### src/bpba_pkg.sv
package bpba_pkg;

    // Defaults for the top-level parameters.
    localparam int NUM_BLOCKS_DEF    = 256;
    localparam int JOB_SLOTS_DEF     = 16;
    localparam int MAX_SEG_PAGES_DEF = 64;

    // Fixed field widths of the ports.
    localparam int FUNC_W       = 1;
    localparam int JOB_ID_W     = 4;
    localparam int PAGE_COUNT_W = 7;
    localparam int BLOCK_NUM_W  = 8;
    localparam int PAGE_IDX_W   = 6;
    localparam int FREED_W      = 9;
    localparam int STATUS_W     = 2;
    localparam int BLK_COUNT_W  = 9;

    // Reset value of the block count register.
    localparam logic [BLK_COUNT_W-1:0] BLOCK_COUNT_RESET = 9'd256;

    // Operation codes of an input beat.
    localparam logic [FUNC_W-1:0] FUNC_ALLOC   = 1'b0;
    localparam logic [FUNC_W-1:0] FUNC_RELEASE = 1'b1;

    // Result status codes.
    localparam logic [STATUS_W-1:0] STATUS_OK       = 2'd0;
    localparam logic [STATUS_W-1:0] STATUS_NO_SPACE = 2'd1;
    localparam logic [STATUS_W-1:0] STATUS_NO_JOB   = 2'd2;

    // One result beat.
    typedef struct packed {
        logic [BLOCK_NUM_W-1:0] block_number;
        logic [PAGE_IDX_W-1:0]  page_index;
        logic [FREED_W-1:0]     freed_count;
        logic [STATUS_W-1:0]    status;
        logic                   last;
    } result_t;

endpackage

### src/bpba_ram.sv
module bpba_ram #(
    parameter int WIDTH = 8,
    parameter int DEPTH = 256
) (
    input  logic                     clk,
    input  logic                     we,
    input  logic [$clog2(DEPTH)-1:0] waddr,
    input  logic [WIDTH-1:0]         wdata,
    input  logic                     re,
    input  logic [$clog2(DEPTH)-1:0] raddr,
    output logic [WIDTH-1:0]         rdata
);

    logic [WIDTH-1:0] mem [DEPTH];

    // Single write port, registered read port that holds when not enabled.
    always_ff @(posedge clk)
    begin
        if (we)
        begin
            mem[waddr] <= wdata;
        end
        if (re)
        begin
            rdata <= mem[raddr];
        end
    end

endmodule

### src/bpba_result_stage.sv
module bpba_result_stage (
    input  logic              clk,
    input  logic              rst_n,
    input  logic              load,
    input  bpba_pkg::result_t load_data,
    output logic              can_load,
    input  logic              result_stall,
    output logic              result_valid,
    output bpba_pkg::result_t result_data
);

    logic              valid_reg;
    logic              valid_next;
    bpba_pkg::result_t data_reg;

    // A new beat may enter when the slot is empty or is drained this cycle.
    assign can_load = !valid_reg || !result_stall;

    always_comb
    begin
        valid_next = valid_reg;
        if (load)
        begin
            valid_next = 1'b1;
        end
        else if (valid_reg && !result_stall)
        begin
            valid_next = 1'b0;
        end
    end

    always_ff @(posedge clk or negedge rst_n)
    begin
        if (!rst_n)
        begin
            valid_reg <= 1'b0;
        end
        else
        begin
            valid_reg <= valid_next;
        end
    end

    // Payload holds while the beat is stalled.
    always_ff @(posedge clk)
    begin
        if (load)
        begin
            data_reg <= load_data;
        end
    end

    assign result_valid = valid_reg;
    assign result_data  = data_reg;

endmodule

### src/bitmap_page_block_allocator_unit.sv
// Bitmap first-fit block allocator.
// Input channel (item_valid / item_stall) carries one request beat: func selects
// allocate or release, job_id names the job, page_count gives the segment size.
// An allocation gives one result beat per page with the block assigned to it; a
// refused, empty or release request gives a single beat. The last flag marks the
// final beat of each request. Results leave through item-independent result_valid
// / result_stall; a one-beat output register lets the next request be taken while
// a result still waits.
// Block used bits and owners live in one single-port-write RAM with a registered
// read. Allocations, releases and block_count recounts walk it one block per
// cycle with the next read overlapped with the current check: an allocation up
// to the effective count or its last page, a release all NUM_BLOCKS blocks, a
// recount the first E blocks, E being block_count saturated to NUM_BLOCKS.
// A stalled result pauses the walk.
// After reset a clearing pass marks every one of the NUM_BLOCKS blocks free; no
// request is taken during it, while block_count writes are taken but for its last step.
module bitmap_page_block_allocator_unit #(
    parameter int NUM_BLOCKS    = bpba_pkg::NUM_BLOCKS_DEF,
    parameter int JOB_SLOTS     = bpba_pkg::JOB_SLOTS_DEF,
    parameter int MAX_SEG_PAGES = bpba_pkg::MAX_SEG_PAGES_DEF
) (
    input  logic                               clk,
    input  logic                               rst_n,
    input  logic                               item_valid,
    output logic                               item_stall,
    input  logic [bpba_pkg::FUNC_W-1:0]        func,
    input  logic [bpba_pkg::JOB_ID_W-1:0]      job_id,
    input  logic [bpba_pkg::PAGE_COUNT_W-1:0]  page_count,
    output logic                               result_valid,
    input  logic                               result_stall,
    output logic [bpba_pkg::BLOCK_NUM_W-1:0]   block_number,
    output logic [bpba_pkg::PAGE_IDX_W-1:0]    page_index,
    output logic [bpba_pkg::FREED_W-1:0]       freed_count,
    output logic [bpba_pkg::STATUS_W-1:0]      status,
    output logic                               last,
    input  logic                               cfg_valid,
    output logic                               cfg_ready,
    input  logic [bpba_pkg::BLK_COUNT_W-1:0]   block_count
);

    localparam int ADDR_W  = $clog2(NUM_BLOCKS);
    localparam int CNT_W   = $clog2(NUM_BLOCKS + 1);
    localparam int OWN_W   = $clog2(JOB_SLOTS);
    localparam int WORD_W  = OWN_W + 1;
    localparam int CMP_W   = (CNT_W > bpba_pkg::BLK_COUNT_W) ? CNT_W : bpba_pkg::BLK_COUNT_W;
    localparam int PG_W    = bpba_pkg::PAGE_COUNT_W;
    localparam int JOB_IDS = 2 ** bpba_pkg::JOB_ID_W;

    typedef enum logic [2:0] {
        ST_CLEAR,
        ST_IDLE,
        ST_START,
        ST_ALLOC,
        ST_FREE,
        ST_REPORT,
        ST_COUNT
    } state_t;

    state_t                          state_reg, state_next;
    logic [bpba_pkg::BLK_COUNT_W-1:0] block_count_reg, block_count_next;
    logic [CNT_W-1:0]                free_reg, free_next;
    logic [bpba_pkg::FUNC_W-1:0]     func_reg, func_next;
    logic [OWN_W-1:0]                job_reg, job_next;
    logic [PG_W-1:0]                 pages_reg, pages_next;
    logic [CNT_W-1:0]                scan_reg, scan_next;
    logic                            chk_valid_reg, chk_valid_next;
    logic [ADDR_W-1:0]               chk_addr_reg, chk_addr_next;
    logic [PG_W-1:0]                 given_reg, given_next;
    logic [CNT_W-1:0]                tally_reg, tally_next;
    logic [JOB_SLOTS-1:0]            job_active_reg, job_active_next;

    logic [OWN_W-1:0]  job_map [JOB_IDS];
    logic [CMP_W-1:0]  bc_wide;
    logic [CNT_W-1:0]  eff_count;
    logic [CNT_W-1:0]  scan_limit;
    logic              more;
    logic              clear_end;
    logic              cfg_write;

    logic              ram_we;
    logic [ADDR_W-1:0] ram_waddr;
    logic [WORD_W-1:0] ram_wdata;
    logic              ram_re;
    logic [ADDR_W-1:0] ram_raddr;
    logic [WORD_W-1:0] ram_rdata;
    logic              word_used;
    logic [OWN_W-1:0]  word_owner;

    logic              res_load;
    logic              res_can_load;
    bpba_pkg::result_t res_data;
    bpba_pkg::result_t res_out;
    logic [31:0]       blk_wide;
    logic [31:0]       tally_wide;
    logic              hit;

    // Job id folded into the job slots, one constant entry per possible id.
    for (genvar g = 0; g < JOB_IDS; g++)
    begin : g_job_map
        assign job_map[g] = OWN_W'(g % JOB_SLOTS);
    end

    // Effective block count: the register saturated to the memory depth.
    assign bc_wide   = CMP_W'(block_count_reg);
    assign eff_count = (bc_wide > CMP_W'(NUM_BLOCKS)) ? CNT_W'(NUM_BLOCKS) : CNT_W'(bc_wide);

    // A release walks every block; allocation and recount stop at the count.
    assign scan_limit = (state_reg == ST_FREE) ? CNT_W'(NUM_BLOCKS) : eff_count;
    assign more       = scan_reg < scan_limit;
    assign clear_end  = scan_reg == CNT_W'(NUM_BLOCKS - 1);

    assign cfg_ready  = (state_reg == ST_IDLE) || ((state_reg == ST_CLEAR) && !clear_end);
    assign cfg_write  = cfg_valid && cfg_ready;
    assign item_stall = (state_reg != ST_IDLE) || cfg_valid;

    assign word_used  = ram_rdata[OWN_W];
    assign word_owner = ram_rdata[OWN_W-1:0];
    assign blk_wide   = 32'(chk_addr_reg);
    assign tally_wide = 32'(tally_reg);

    // Sequencer: request decode, block walk and result generation.
    always_comb
    begin
        state_next       = state_reg;
        block_count_next = block_count_reg;
        free_next        = free_reg;
        func_next        = func_reg;
        job_next         = job_reg;
        pages_next       = pages_reg;
        scan_next        = scan_reg;
        chk_valid_next   = chk_valid_reg;
        chk_addr_next    = chk_addr_reg;
        given_next       = given_reg;
        tally_next       = tally_reg;
        job_active_next  = job_active_reg;
        ram_we           = 1'b0;
        ram_waddr        = chk_addr_reg;
        ram_wdata        = '0;
        ram_re           = 1'b0;
        ram_raddr        = scan_reg[ADDR_W-1:0];
        res_load         = 1'b0;
        res_data         = '0;
        hit              = 1'b0;

        if (cfg_write)
        begin
            block_count_next = block_count;
        end

        case (state_reg)
            // Clearing pass: mark each block free, one per cycle.
            ST_CLEAR:
            begin
                ram_we    = 1'b1;
                ram_waddr = scan_reg[ADDR_W-1:0];
                scan_next = scan_reg + CNT_W'(1);
                if (clear_end)
                begin
                    free_next  = eff_count;
                    scan_next  = '0;
                    state_next = ST_IDLE;
                end
            end

            ST_IDLE:
            begin
                if (cfg_write)
                begin
                    scan_next      = '0;
                    chk_valid_next = 1'b0;
                    tally_next     = '0;
                    state_next     = ST_COUNT;
                end
                else if (item_valid)
                begin
                    func_next  = func;
                    job_next   = job_map[job_id];
                    pages_next = page_count;
                    state_next = ST_START;
                end
            end

            // Decide whether the request walks the memory or answers at once.
            ST_START:
            begin
                scan_next      = '0;
                chk_valid_next = 1'b0;
                given_next     = '0;
                tally_next     = '0;
                if (func_reg == bpba_pkg::FUNC_ALLOC)
                begin
                    if ((pages_reg > PG_W'(MAX_SEG_PAGES)) ||
                        (32'(pages_reg) > 32'(free_reg)))
                    begin
                        res_data.status = bpba_pkg::STATUS_NO_SPACE;
                        res_data.last   = 1'b1;
                        if (res_can_load)
                        begin
                            res_load   = 1'b1;
                            state_next = ST_IDLE;
                        end
                    end
                    else if (pages_reg == '0)
                    begin
                        res_data.status = bpba_pkg::STATUS_OK;
                        res_data.last   = 1'b1;
                        if (res_can_load)
                        begin
                            res_load                 = 1'b1;
                            job_active_next[job_reg] = 1'b1;
                            state_next               = ST_IDLE;
                        end
                    end
                    else
                    begin
                        job_active_next[job_reg] = 1'b1;
                        state_next               = ST_ALLOC;
                    end
                end
                else if (!job_active_reg[job_reg])
                begin
                    res_data.status = bpba_pkg::STATUS_NO_JOB;
                    res_data.last   = 1'b1;
                    if (res_can_load)
                    begin
                        res_load   = 1'b1;
                        state_next = ST_IDLE;
                    end
                end
                else
                begin
                    state_next = ST_FREE;
                end
            end

            // First fit: each free block checked is taken for the next page.
            ST_ALLOC:
            begin
                hit = chk_valid_reg && !word_used;
                res_data.block_number = blk_wide[bpba_pkg::BLOCK_NUM_W-1:0];
                res_data.page_index   = given_reg[bpba_pkg::PAGE_IDX_W-1:0];
                res_data.status       = bpba_pkg::STATUS_OK;
                res_data.last         = (given_reg + PG_W'(1)) == pages_reg;
                if (!(hit && !res_can_load))
                begin
                    if (hit)
                    begin
                        ram_we     = 1'b1;
                        ram_wdata  = {1'b1, job_reg};
                        res_load   = 1'b1;
                        given_next = given_reg + PG_W'(1);
                        free_next  = free_reg - CNT_W'(1);
                    end
                    if (hit && res_data.last)
                    begin
                        chk_valid_next = 1'b0;
                        state_next     = ST_IDLE;
                    end
                    else if (more)
                    begin
                        ram_re         = 1'b1;
                        chk_valid_next = 1'b1;
                        chk_addr_next  = scan_reg[ADDR_W-1:0];
                        scan_next      = scan_reg + CNT_W'(1);
                    end
                    else
                    begin
                        chk_valid_next = 1'b0;
                        if (!chk_valid_reg)
                        begin
                            state_next = ST_IDLE;
                        end
                    end
                end
            end

            // Release: clear every used block owned by the job.
            ST_FREE:
            begin
                hit = chk_valid_reg && word_used && (word_owner == job_reg);
                if (hit)
                begin
                    ram_we     = 1'b1;
                    ram_wdata  = {1'b0, word_owner};
                    tally_next = tally_reg + CNT_W'(1);
                    if (CNT_W'(chk_addr_reg) < eff_count)
                    begin
                        free_next = free_reg + CNT_W'(1);
                    end
                end
                if (more)
                begin
                    ram_re         = 1'b1;
                    chk_valid_next = 1'b1;
                    chk_addr_next  = scan_reg[ADDR_W-1:0];
                    scan_next      = scan_reg + CNT_W'(1);
                end
                else
                begin
                    chk_valid_next = 1'b0;
                    if (!chk_valid_reg)
                    begin
                        state_next = ST_REPORT;
                    end
                end
            end

            ST_REPORT:
            begin
                res_data.freed_count = tally_wide[bpba_pkg::FREED_W-1:0];
                res_data.status      = bpba_pkg::STATUS_OK;
                res_data.last        = 1'b1;
                if (res_can_load)
                begin
                    res_load                 = 1'b1;
                    job_active_next[job_reg] = 1'b0;
                    state_next               = ST_IDLE;
                end
            end

            // Recount free blocks below the new block count.
            ST_COUNT:
            begin
                hit = chk_valid_reg && !word_used;
                if (hit)
                begin
                    tally_next = tally_reg + CNT_W'(1);
                end
                if (more)
                begin
                    ram_re         = 1'b1;
                    chk_valid_next = 1'b1;
                    chk_addr_next  = scan_reg[ADDR_W-1:0];
                    scan_next      = scan_reg + CNT_W'(1);
                end
                else
                begin
                    chk_valid_next = 1'b0;
                    if (!chk_valid_reg)
                    begin
                        free_next  = tally_next;
                        state_next = ST_IDLE;
                    end
                end
            end

            default:
            begin
                state_next = ST_IDLE;
            end
        endcase
    end

    always_ff @(posedge clk or negedge rst_n)
    begin
        if (!rst_n)
        begin
            state_reg       <= ST_CLEAR;
            block_count_reg <= bpba_pkg::BLOCK_COUNT_RESET;
            free_reg        <= '0;
            func_reg        <= bpba_pkg::FUNC_ALLOC;
            job_reg         <= '0;
            pages_reg       <= '0;
            scan_reg        <= '0;
            chk_valid_reg   <= 1'b0;
            chk_addr_reg    <= '0;
            given_reg       <= '0;
            tally_reg       <= '0;
            job_active_reg  <= '0;
        end
        else
        begin
            state_reg       <= state_next;
            block_count_reg <= block_count_next;
            free_reg        <= free_next;
            func_reg        <= func_next;
            job_reg         <= job_next;
            pages_reg       <= pages_next;
            scan_reg        <= scan_next;
            chk_valid_reg   <= chk_valid_next;
            chk_addr_reg    <= chk_addr_next;
            given_reg       <= given_next;
            tally_reg       <= tally_next;
            job_active_reg  <= job_active_next;
        end
    end

    // Used bit and owner of each block.
    bpba_ram #(
        .WIDTH (WORD_W),
        .DEPTH (NUM_BLOCKS)
    ) u_block_ram (
        .clk   (clk),
        .we    (ram_we),
        .waddr (ram_waddr),
        .wdata (ram_wdata),
        .re    (ram_re),
        .raddr (ram_raddr),
        .rdata (ram_rdata)
    );

    // Output register between the walk and the result channel.
    bpba_result_stage u_result_stage (
        .clk          (clk),
        .rst_n        (rst_n),
        .load         (res_load),
        .load_data    (res_data),
        .can_load     (res_can_load),
        .result_stall (result_stall),
        .result_valid (result_valid),
        .result_data  (res_out)
    );

    assign block_number = res_out.block_number;
    assign page_index   = res_out.page_index;
    assign freed_count  = res_out.freed_count;
    assign status       = res_out.status;
    assign last         = res_out.last;

endmodule

### config.mk
export PLATFORM = sky130hd
export DESIGN_NAME = bitmap_page_block_allocator_unit
export DESIGN_NICKNAME = d
export VERILOG_FILES = /design/src/bpba_pkg.sv /design/src/bpba_ram.sv /design/src/bpba_result_stage.sv /design/src/bitmap_page_block_allocator_unit.sv
export SDC_FILE = /design/constraint.sdc
export NUM_CORES = 2
export LEC_CHECK = 0
export BUFFER_PORTS_ARGS = -buffer_cell sky130_fd_sc_hd__buf_2
export CAP_MARGIN = 40
export CORE_ASPECT_RATIO = 0.7
export CORE_MARGIN = 3
export CORE_UTILIZATION = 30
export DETAILED_ROUTE_END_ITERATION = 10
export PLACE_DENSITY = 0.46
export SETUP_SLACK_MARGIN = 0.02
export SYNTH_ARGS = -nofsm -noshare
export SYNTH_HDL_FRONTEND = slang
export SYNTH_SLANG_ARGS = --single-unit
### constraint.sdc
create_clock -name clk -period 28.8 [get_ports clk]
set_clock_uncertainty 0.1 [all_clocks]
set_input_delay 0 -clock clk [delete_from_list [all_inputs] [get_ports clk]]
set_output_delay 0 -clock clk [all_outputs]
set_load 0.1 [all_outputs]
# Word-level counts from Yosys, hierarchy flattened
# Memory sizes are Yosys's and may differ from the RTL's. A register that Yosys moved wholly into a read port is not among the register bits.
# Cells that the tools add are included.
# Widths: inputs -> output; s select.
dict set report classes {
  bitwise_logic 5
  eq_ne 26
  n_reduce_logical 39
  muxes 82
  n_lt_le_gt_ge 7
  addsub 5
}
# operator count
set op_table {}
lappend op_table {{$mux 9} 16}
lappend op_table {{$mux 16} 5}
lappend op_table {{$pmux 9 s4} 2}
lappend op_table {{$mux 3} 16}
lappend op_table {{$pmux 9 s5} 1}
lappend op_table {{$mux 8} 4}
lappend op_table {{$pmux 16 s2} 1}
lappend op_table {{$add 9x1->9 const B} 3}
lappend op_table {{$ne 2x2->1 const B} 12}
lappend op_table {{$pmux 3 s7} 1}
lappend op_table {{$mux 1} 20}
lappend op_table {{$and 16x16->16} 1}
lappend op_table {{$not 16->16} 1}
lappend op_table {{$or 16x16->16} 1}
lappend op_table {{$pmux 8 s2} 1}
lappend op_table {{$reduce_and 3->1} 5}
lappend op_table {{$mux 7} 2}
lappend op_table {{$pmux 7 s2} 1}
lappend op_table {{$reduce_bool 4->1} 3}
lappend op_table {{$mux 5} 2}
lappend op_table {{$pmux 5 s2} 1}
lappend op_table {{$reduce_and 5->1} 2}
lappend op_table {{$eq 3x3->1 const B} 3}
lappend op_table {{$eq 9x8->1 const B} 1}
lappend op_table {{36 further kinds} 59}
dict set report word_totals {
  wordCells 183
  out_inout_bits 29
  register_bits 106
  mem_count 2
  ram_bits 1280
  input_bits 26
  romBits 64
}
# memory depth word_bits read_ports rd_ports_with_merged_regs wr line
set mem_list {}
lappend mem_list {u_block_ram.mem 256 5 1 1 1 bpba_ram.sv:14} ;# logic [WIDTH-1:0] mem [DEPTH];
lappend mem_list {{(name not given)} 16 4 1 1 0 bitmap_page_block_allocator_unit.sv:177} ;# job_next = job_map[job_id];

# Depth between registers and ports, before layout
dict set report depth {
  word_depth 10
  ltp_mapped 16
  ltp_nobuf 12
}

# Cells and area by module
# From an unflattened synthesis, not the netlist that was laid out.
dict set report unflattened {
  hier_cells 3225
  area_unflattened_um2 57156.1
}
# module area_each_um2 n_inst seq_area_each_um2 cells_each
set by_module_without_submodules {}
lappend by_module_without_submodules {bpba_ram 50334.5 1 38587.0 2497}
lappend by_module_without_submodules {bitmap_page_block_allocator_unit 6004.5 1 2078.2 699}
lappend by_module_without_submodules {bpba_result_stage 817.0 1 805.8 29}

# Worst setup path after synthesis
# OpenSTA, ideal clock, no wires.
dict set report synth_timing {
  path_kind {register to register}
  from {register u_result_stage.valid_reg (netlist: u_result_stage.result_valid)}
  to {memory u_block_ram.mem[0][0] (netlist bit), data pin}
  setup_ns 0.864
  synth_period_minus_slack_ns 9.963
  setup_slack_ns 18.837
  t_required_ns 27.836
  n_path_buf 1
  stages_incl_launch_ff 6
  t_arrival_ns 8.999
  cell_sequence {dfrtp_1 nand2_1 nand2_1 inv_2 clkbuf_1 a22o_1}
}
dict set report synth_via {
  elab_chain_len 6
}
# item line
set synth_rtl {}
lappend synth_rtl {{start, declared} bpba_result_stage.sv:12} ;# logic valid_reg;
lappend synth_rtl {{start signal, assigned} bpba_result_stage.sv:40} ;# valid_reg <= valid_next;
lappend synth_rtl {{$logic_not 1->1} bpba_result_stage.sv:17} ;# assign can_load = !valid_reg || !result_stall;
lappend synth_rtl {{$logic_or 1x1->1} bpba_result_stage.sv:17}
lappend synth_rtl {{$logic_not 1->1} bitmap_page_block_allocator_unit.sv:244} ;# if (!(hit && !res_can_load))
lappend synth_rtl {{$logic_and 1x1->1} bitmap_page_block_allocator_unit.sv:244}
lappend synth_rtl {{$mux 5} bitmap_page_block_allocator_unit.sv:244}
lappend synth_rtl {{$pmux 5 s2} bitmap_page_block_allocator_unit.sv:150} ;# case (state_reg)
lappend synth_rtl {{via ram_wdata[0]} bitmap_page_block_allocator_unit.sv:82} ;# logic [WORD_W-1:0] ram_wdata;
lappend synth_rtl {{end, declared} bpba_ram.sv:14}
# The timed path passes the listed nets, and every way through them passes these cells.

# Worst setup path in the final report
dict set report layout_timing {
  from {register scan_reg[1]}
  to {register u_block_ram.rdata[4], read port of u_block_ram.mem, data pin}
}
dict set report layout_via {
  elab_chain_len 5
}
# item line
set layout_rtl {}
lappend layout_rtl {{start, declared} bitmap_page_block_allocator_unit.sv:65} ;# logic [CNT_W-1:0] scan_reg, scan_next;
lappend layout_rtl {{start signal, assigned} bitmap_page_block_allocator_unit.sv:379} ;# scan_reg <= scan_next;
lappend layout_rtl {{$lt 9x9->1} bitmap_page_block_allocator_unit.sv:109} ;# assign more = scan_reg < scan_limit;
lappend layout_rtl {{$mux 1} {bitmap_page_block_allocator_unit.sv:259, bitmap_page_block_allocator_unit.sv:291, bitmap_page_block_allocator_unit.sv:329}}
lappend layout_rtl {{$mux 1} bitmap_page_block_allocator_unit.sv:254} ;# if (hit && res_data.last)
lappend layout_rtl {{$mux 1} bitmap_page_block_allocator_unit.sv:244}
lappend layout_rtl {{$pmux 1 s2} bitmap_page_block_allocator_unit.sv:150}
lappend layout_rtl {{end, declared} bpba_ram.sv:11} ;# output logic [WIDTH-1:0] rdata
# Several ways; a longest one is shown, not always the timed one.
# A chain may end at the register's enable or synchronous reset.

==> reports/results.ini <==
[synthesis]
async_flop_share_pct=6.02
syn_nets=3348
synth_edf_count=1311
ys_ff_latch=1395
synth_area_um2=57600
yosysSeqAreaShare_pct=72.0
ys_types=81
synthFlopType=edfxtp_1
ys_warn_count=0
synth_cells=3287
synthesis.area_per_instance_um2=17.5

[drt]
drc=0
wl_per_cell_um=27.4
drt_wl_total_um=165000
dr.pass1.iters=7
viasPerCell=5.19
antenna_left=0
drt_iter0_drc=3694
vias=31381

[cts]
clkSinkCount=1395
cts_tree=done
clockRootBuffer=clkbuf_16
post_cts_buffers=0
cts_max_level=4
path_clk_slew_ns=0.07
clockBufferDepth=4
clk_latency_ns=0.78
numCtsBuffers=144

[grt]
grt_pass1_vias=31128
gr-usage-all-layers_pct=16.6
grt_max_degree=202
grt_pass1_wl_um=237000
overflow=0
grt_antenna_before_repair=7

[timing]
fin_crit_ns=5.18
rsz0062_at_grt=no
maxSlewHeadroom_pct=21.4
max_freq_mhz=193
setup_viol=0
setup_tns_ns=0
final_max_slew_viol_count=0
timing.final.crit_share_pct=18.0
hold_ws_ns=0.143
worstMarginPinSlew_ns=1.18
final_hold_viol_count=0

[pwr]
seqPwrFrac_pct=42.7
power_density_nw_per_um2=86.2
p_sw_share_pct=31.5
p_leak_uw=0.0201
vdd_drop_max_v=0.0000696
internal_power_uw=3880
pwr-share-comb_pct=25.6
pwr-share-clk_pct=31.7
switching_power_uw=1790

[critical_path]
cp_cell_sequence=buf_4 > buf_16 > buf_4 > buf_4 > mux4_2 > mux2i_1 > nor2_1 > nor4_1 > nand4_1 > and4b_1
crit_top_cell=buf_4
setup.worst_path.end_class=register
critPathBufInv=4
critPathLaunchType=register
path_class=reg2reg
crit_slowest_cell=dfrtp_4
critical_path_required_ns=29.23
crit_path_max_incr_delay_ns=0.81
critPathArrivalTime_ns=5.62
critPathTopFamily=buffers and inverters
critPathMaxFanout=50

[final_layout]
area_delta_synth_final_pct=14.4
num-nets-final=3498
drive_above_1_share_pct=18.7
fin_cells=6042
post-route-util_pct=34.8
final_cell_mix=edfxtp_1 (1311), nor2_1 (366), mux4_2 (276)
largest_reg_flops=1280
mostFrequentLayoutCell=edfxtp_1
regArea_um2=41500
largest_register=u_block_ram.mem
final_cell_area_um2=65900
fill_cells=17758
multi_input_area_um2=15000

[die]
dieArea_um2=197000
die_y_um=373
io-pin-count=55
std_cell_rows=133
start_util_pct=30.4
die_x_um=530
core_um2=189000

[run]
maxCapViolations=0

[status]
status=complete, no violations

[placed_design]
dp_hpwl_um=103000
place_inst=5721
placed_area_um2=60800
io_buffers=54
place.gp.congestion=0.845

[hold_path]
hold_path.class=in2reg

Yosys cell counts, types with 13 or more instances:
cell type	number	area [um^2]
a211oi_1	36	270
a21oi_1	63	315
a22oi_1	13	97.6
and2_1	24	150
and3_1	20	125
buf_2	38	190
buf_4	15	113
buf_6	25	282
clkbuf_1	97	364
dfrtp_1	83	2080
edfxtp_1	1311	39400
ha_1	34	425
inv_1	29	109
mux2_1	28	315
mux2_2	26	293
mux2i_1	145	1450
mux4_2	276	6220
nand2_1	138	518
nand2b_1	26	163
nand3_1	35	175
nand4_1	17	106
nor2_1	368	1380
nor2b_1	16	100
nor3_1	43	215
nor4_1	26	163
o21ai_0	76	380
o221ai_1	38	333
o22ai_1	44	275
o31ai_1	14	105
xnor2_1	21	184
path summary, 6_finish.rpt:
kind,from,depth (start not counted),slack [ns],endpoint
max in group asynchronous,rst_n,4,27.64,scan_reg[1]$_DFFE_PN0P_
min in group asynchronous,rst_n,4,0.19,func_reg$_DFFE_PN0P_
hold reg to reg,register,1,0.38,register
hold / removal,cfg_valid,4,0.14,state_reg[2]$_DFFE_PN0P_
setup reg to reg,scan_reg[1]$_DFFE_PN0P_,10,23.62,u_block_ram.rdata[4]$_DFFE_PP_
setup / recovery,scan_reg[1]$_DFFE_PN0P_,10,23.62,u_block_ram.rdata[4]$_DFFE_PP_
per-stage QoR:
step                worst slack, ns  power, uW
finish                        23.62       5670
floorplan                     18.84       3500
global route                  23.30       5920
detailed placement            23.52       3910
global placement              23.32       3900
CTS                           23.48       5730
kinds of logic (layout without fill, tap and decap cells):
| family | after synthesis | in the layout | synth area share, % |
|---|---|---|---|
| AO/OA/AOI/OAI | 375 | 375 | 4.39 |
| XOR/XNOR | 31 | 31 | 0.472 |
| adder cells (fa/ha/maj) | 35 | 35 | 0.774 |
| buffers and inverters | 223 | 480 | 2.02 |
| flip-flops | 1395 | 1395 | 72.0 |
| multiplexers | 475 | 475 | 14.4 |
| other | 0 | 1 | 0 |
| AND/OR/NAND/NOR | 753 | 753 | 5.93 |
power groups by stage:
stage / clock network [uW] / registers (uW) / logic, uW
detailed placement: 0 / 2470 / 1440
CTS: 1840 / 2430 / 1460
floorplan: 0 / 2520 / 978
finish: 1800 / 2420 / 1450
global route: 1920 / 2430 / 1560
global placement: 0 / 2470 / 1430
per-layer routing:
layer / track usage (%) / vias to the layer above / wire (um)
li1: - / 13465 / -
met1: 26.7 / 16556 / 82400
met2: 22.4 / 1160 / 67400
met3: 3.70 / 198 / 12500
met4: 3.58 / 2 / 3220
met5: 0 / - / 9
area by class of cell:
cell class | instances | share of cell area [%]
flip-flops and latches | 1395 | 63.0
multi-input cells | 1669 | 22.8
clock buffers | 182 | 5.79
well taps | 2497 | 4.74
repair buffers | 194 | 2.62
clock inverters | 71 | 0.857
inverters | 33 | 0.203
diodes | 1 | 0.00380
worst min-delay path, stage by stage:
cell and delay, ns:
dlygate4sd3_1 0.52, buf_2 0.22, a221oi_1 0.12, nor2_1 0.11
timing repair:
action	4_1_cts	5_1_grt
hold buffers	58	0
gates resized for setup	0	0
hold endpoints to repair	140	0
No activity file was read; power rests on OpenSTA's default activity.
